===== src/sv/box_mean_threshold_binarize_core_assert.svh =====
// Assertion macros for the box mean threshold binarizer.
`ifndef BOX_MEAN_THRESHOLD_BINARIZE_CORE_ASSERT_SVH
`define BOX_MEAN_THRESHOLD_BINARIZE_CORE_ASSERT_SVH
`ifndef NO_ASSERTIONS
`define BMTB_ASSERT_IMPL(name, ante, cons, msg) \
  name: assert property (@(posedge clk_i) disable iff (!rst_ni) (ante) |-> (cons)) \
    else $error(msg);
`define BMTB_ASSERT_NEXT(name, ante, cons, msg) \
  name: assert property (@(posedge clk_i) disable iff (!rst_ni) (ante) |=> (cons)) \
    else $error(msg);
`else
`define BMTB_ASSERT_IMPL(name, ante, cons, msg)
`define BMTB_ASSERT_NEXT(name, ante, cons, msg)
`endif
`endif


===== src/sv/bmtb_pkg.sv =====
// Shared types and constants of the box mean threshold binarizer.
package bmtb_pkg;

  localparam int MAX_RADIUS = 7;
  localparam int MAX_WIDTH  = 2048;
  localparam int MAX_HEIGHT = 2048;

  localparam int PIX_W      = 8;
  localparam int COORD_W    = 11;
  localparam int CFG_DATA_W = 12;
  localparam int CFG_IDX_W  = 2;
  localparam int RADIUS_W   = 3;
  localparam int THRESH_W   = 8;
  localparam int SIZE_W     = 12;
  localparam int PIX_MAX    = 255;

  localparam int RADIUS_RST = 1;
  localparam int THRESH_RST = 128;
  localparam int WIDTH_RST  = 640;
  localparam int HEIGHT_RST = 480;

  typedef enum logic [CFG_IDX_W-1:0] {
    REG_RADIUS = 2'd0,
    REG_THRESH = 2'd1,
    REG_WIDTH  = 2'd2,
    REG_HEIGHT = 2'd3
  } reg_idx_e;

  typedef struct packed {
    logic [PIX_W-1:0] pixel_in;
    logic             frame_start;
  } in_word_t;

  typedef struct packed {
    logic               binary_out;
    logic [COORD_W-1:0] center_row;
    logic [COORD_W-1:0] center_col;
  } out_word_t;

  typedef struct packed {
    logic               emit;
    logic [COORD_W-1:0] center_row;
    logic [COORD_W-1:0] center_col;
  } tag_t;

endpackage


===== src/sv/bmtb_window.sv =====
// Column sum delay line and the registered partial window sums.
module bmtb_window #(
  parameter int MaxRadius = bmtb_pkg::MAX_RADIUS,
  localparam int Taps      = 2 * MaxRadius + 1,
  localparam int SpanW     = $clog2(2 * MaxRadius + 1),
  localparam int CsumW     = $clog2(Taps * bmtb_pkg::PIX_MAX + 1),
  localparam int WsumW     = $clog2(Taps * Taps * bmtb_pkg::PIX_MAX + 1),
  localparam int NumGroups = (Taps + 3) / 4
) (
  input  logic             clk_i,
  input  logic             rst_ni,
  input  logic             shift_i,
  input  logic [CsumW-1:0] csum_i,
  input  logic [SpanW-1:0] span_i,
  input  logic             ld_i,
  output logic [WsumW-1:0] grp_o [NumGroups]
);

  logic [CsumW-1:0] taps_q [Taps];
  logic [WsumW-1:0] grp_d  [NumGroups];
  logic [WsumW-1:0] grp_q  [NumGroups];

  always_ff @(posedge clk_i or negedge rst_ni) begin
    if (!rst_ni) begin
      for (int k = 0; k < Taps; k++) begin
        taps_q[k] <= '0;
      end
    end else if (shift_i) begin
      taps_q[0] <= csum_i;
      for (int k = 1; k < Taps; k++) begin
        taps_q[k] <= taps_q[k-1];
      end
    end
  end

  always_comb begin
    for (int g = 0; g < NumGroups; g++) begin
      grp_d[g] = '0;
      for (int e = 0; e < 4; e++) begin
        if (g * 4 + e < Taps) begin
          if (SpanW'(g * 4 + e) <= span_i) begin
            grp_d[g] = grp_d[g] + WsumW'(taps_q[g*4+e]);
          end
        end
      end
    end
  end

  always_ff @(posedge clk_i) begin
    if (ld_i) begin
      grp_q <= grp_d;
    end
  end

  assign grp_o = grp_q;

endmodule


===== config.mk =====
export PLATFORM = sky130hd
export DESIGN_NAME = bmtb_window
export DESIGN_NICKNAME = d
export VERILOG_FILES = /design/src/sv/box_mean_threshold_binarize_core_assert.svh /design/src/sv/bmtb_pkg.sv /design/src/sv/bmtb_window.sv
export SDC_FILE = /design/constraint.sdc
export NUM_CORES = 1
export LEC_CHECK = 0
export BUFFER_PORTS_ARGS = -buffer_cell sky130_fd_sc_hd__buf_2
export CAP_MARGIN = 25
export CORE_MARGIN = 4
export CORE_UTILIZATION = 40
export DETAILED_ROUTE_END_ITERATION = 10
export PLACE_DENSITY = 0.58
export SLEW_MARGIN = 10
export SYNTH_ARGS = -nofsm -noshare
export SYNTH_HDL_FRONTEND = slang
export SYNTH_SLANG_ARGS = --single-unit

===== constraint.sdc =====
create_clock -name clk_i -period 4.51 [get_ports clk_i]
set_input_delay 0.451 -clock clk_i [delete_from_list [all_inputs] [get_ports clk_i]]
set_output_delay 0.451 -clock clk_i [all_outputs]
set_load 0.005 [all_outputs]

==> flow_summary_export.csv <==
group,metric,value,unit
worst_setup_path,worstPathRequired,4.81,ns
final_layout,fin_cells,2493,
synth,syn_inst,1506,
worst_setup_path,r2r_setup_slack,-0.32,ns
floorplan,die_w,206.8,um
drt,drt_iter0_drc,481,
synth,yosysWarnings,0,
clock_network,clk_pin_slew,0.06,ns
drt,drcViolationCount,0,
clock_network,h-tree-depth,1,
timing,hold_viol,0,
place,portBuffers,78,
outcome,outcome,"complete, but fails checks",
worst_setup_path,startpoint,"taps_q[72]$_DFFE_PN0P_",
drt,vias,12920,
grt,grt_pass1_wl,66.05,mm
clock_network,clkSinkCount,239,
worst_setup_path,worst_setup_path_start_kind,"flip-flop",
place,dp_cells,2384,
min_path,timing.hold.worst.class,"input port to flip-flop",
power_and_ir_drop,fin_total_pwr,0.02008,W
worst_setup_path,crit_fanout,3,
min_path,min-delay-start,"csum_i[9]",
clock_network,clock_latency,0.56,ns
worst_setup_path,cp.arrival,5.14,ns
synth,ys_async_sr_fraction,75.31,%
timing,report.final.slew_viol_count,0,
final_layout,n_antenna_cell,0,
clock_network,cts_root_buffer,"clkbuf_16",
drt,first_pass_iters,5,
outcome,violations,"setup timing",
timing,finClkSkew,0.01222,ns
synth,synth_cell_types,75,
final_layout,area_growth,38.59,%
drt,drtAntennaViolNets,0,
synth,synth_edf_count,59,
timing,tightest_slew,1.082,ns
power_and_ir_drop,powerDensity,916.3,mW/mm^2
floorplan,initial_core_util,40.73,%
floorplan,rows,72,
drt,wl,41.54,mm
floorplan,die_h,206.8,um
grt,grt-ovfl-total,0,
timing,slew-limit-headroom,27.89,%
timing,final.setup.worst_slack,-0.3231,ns
job,cap_violations,0,
synth,synthTopCellsByArea,"dfrtp_1 28%, mux2_2 15%, edfxtp_1 11%",
worst_setup_path,crit_path_end_kind,"flip-flop",
timing,finalSetupViolations,16,
floorplan,ioPinCount,84,
final_layout,drive_gt1_share,47.09,%
synth,synth_largest_area_cell,"dfrtp_1",
place,hpwl,29.35,mm
timing,period_needed,4.833,ns
floorplan,core,0.03883,sq mm
synth,synth_area,0.01581,sq mm
clock_network,cts_tree,"built",
timing,fmax,206.9,MHz
power_and_ir_drop,peakVddDrop,0.4292,mV
grt,antenna_found_initial,0,
final_layout,final_nets,2116,
timing,post-route-period-util,107.2,%
drt,wl_per_cell,16.66,um
timing,rsz0062_at_grt,"yes",
worst_setup_path,critPathKind,"flip-flop to flip-flop",
drt,vias_per_cell,5.182,
final_layout,fillers,3327,
place,place_congestion,0.8624,
synth,synth_seq_area_share,39.69,%
synth,synthFlopType,"dfrtp_1",
grt,grt.total_usage,18.88,%
synth,synth_seq_cells,239,
worst_setup_path,rr_startpoint,"taps_q[72]$_DFFE_PN0P_",
synth,synth_top_area_share,28.49,%
grt,grt_max_degree,94,
clock_network,clk_path_buf_depth,3,
clock_network,cts_buffers,29,
grt,grt_pass1_vias,13100,
power_and_ir_drop,p_leak,9.904,nW
floorplan,dieArea,0.04278,sq mm
final_layout,fin_util,56.44,%
synth,synth.avg_cell_area,10.50,sq um
what timing repair did:
| item | 4_1_cts | 5_1_grt |
|---|---|---|
| setup buffers | 31 | 25 |
| cloned | 0 | 0 |
| hold buffers | 1 | 0 |
| endpoints found under the setup margin | 21 | 23 |
| gates resized for setup | 118 | 122 |
| pin swaps | 97 | 84 |
| hold endpoints to repair | 28 | 0 |
synth_stat cells (8+ instances only):
library cell  number
a211oi_1          23
a21o_1            29
a21oi_1           91
a31oi_1            8
and2_1            27
and3_1            16
clkbuf_1          44
dfrtp_1          180
edfxtp_1          59
fa_1              11
ha_1             132
inv_1             44
mux2_2           211
mux2i_1            9
nand2_1          126
nand2b_1          14
nand3_1           14
nor2_1           105
nor3_1            24
o21a_1            12
o21ai_0           86
o21bai_1          20
o31ai_1           14
xnor2_1           59
xor2_1            42
sequential cells by signal, summed over array words and instances, names as in the netlist:
name and count:
taps_q 180, grp_o 59
through the flow:
| stage | area (sq um) | hold WS (ns) | setup slack [ns] | setup TNS [ns] |
|---|---|---|---|---|
| 2_1_floorplan | 16080 | 0.1554 | -0.7153 | -7.004 |
| 3_3_place_gp | 19390 | 0.5010 | -0.6996 | -11.68 |
| 3_5_place_dp | 19390 | 0.5030 | -0.7544 | -12.81 |
| 4_1_cts | 21100 | 0.09847 | -0.3061 | -3.112 |
| 5_1_grt | 21910 | 0.1087 | -0.5056 | -6.270 |
| 6_report | 21910 | 0.1240 | -0.3231 | -2.630 |
cell families (layout without fill, tap and decap cells):
logic type	after synthesis	in the layout	synth area share (%)
and+or+nand+nor	363	363	10.57
AOI/OAI and AO/OA	336	336	13.84
DFF	239	239	39.69
muxes	220	220	15.60
adders and majority gates	145	145	11.97
xor gates and xnor gates	102	102	5.697
buffers and inverters	100	565	2.611
other	1	5	0.02372
layout make-up:
| class | instances | area [sq um] | share of cell area (%) |
|---|---|---|---|
| well taps | 518 | 648.1 | 2.957 |
| clock buffers | 37 | 765.7 | 3.494 |
| multi-input cells | 1171 | 10470 | 47.78 |
| inverters | 44 | 165.2 | 0.7536 |
| flip-flops and latches | 239 | 6276 | 28.64 |
| clock inverters | 16 | 166.4 | 0.7593 |
| repair buffers | 468 | 3423 | 15.62 |
cells in the final DEF, fill, tap and decap left out, types with 40 or more instances in the layout:
master / n
buf_4: 375
mux2_2: 201
dfrtp_1: 180
nand2_1: 119
ha_1: 101
nor2_1: 94
buf_2: 76
edfxtp_1: 59
a21oi_1: 55
xnor2_1: 54
o21ai_0: 43
inv_1: 41
xor2_1: 40
per-layer routing:
metal / track usage [%] / wire length, um / vias up
met1: 24.18 / 18100 / 6303
li1: - / - / 6387
met2: 34.49 / 21330 / 159
met5: 0 / 0 / -
met3: 2.125 / 1067 / 70
met4: 4.084 / 1037 / 0
where the power goes:
part	switching, W	internal, W
clock	0.000956	0.00137
combinational	0.00605	0.00774
sequential	0.000722	0.00324
critical path, cell delays in order, from the launching register on:
cell and delay, ns:
dfrtp_1 0.37, and2_1 0.14, ha_2 0.18, fa_2 0.36, maj3_2 0.33, a22o_1 0.21, a311oi_2 0.22, buf_4 0.17
a21oi_4 0.07, xnor2_2 0.16, o2bb2ai_4 0.23, ha_4 0.25, nand2_4 0.10, nor4_4 0.06, buf_4 0.14, o31ai_4 0.25
nand2b_1 0.10, xnor2_1 0.17, nor2_1 0.07, o21a_1 0.24, ha_4 0.29, a21boi_4 0.22, nor3_1 0.07, a21o_1 0.19
final timing paths:
path / to / depth (start not counted)
max: grp_o[27]$_DFFE_PP_ / 23
min: taps_q[177]$_DFFE_PN0P_ / 2
max reg2reg: grp_o[27]$_DFFE_PP_ / 23
min reg2reg: taps_q[8]$_DFFE_PN0P_ / 1
max in group asynchronous: taps_q[59]$_DFFE_PN0P_ / 3
min in group asynchronous: taps_q[170]$_DFFE_PN0P_ / 2
Note: power is estimated with default switching activity, not from simulation.
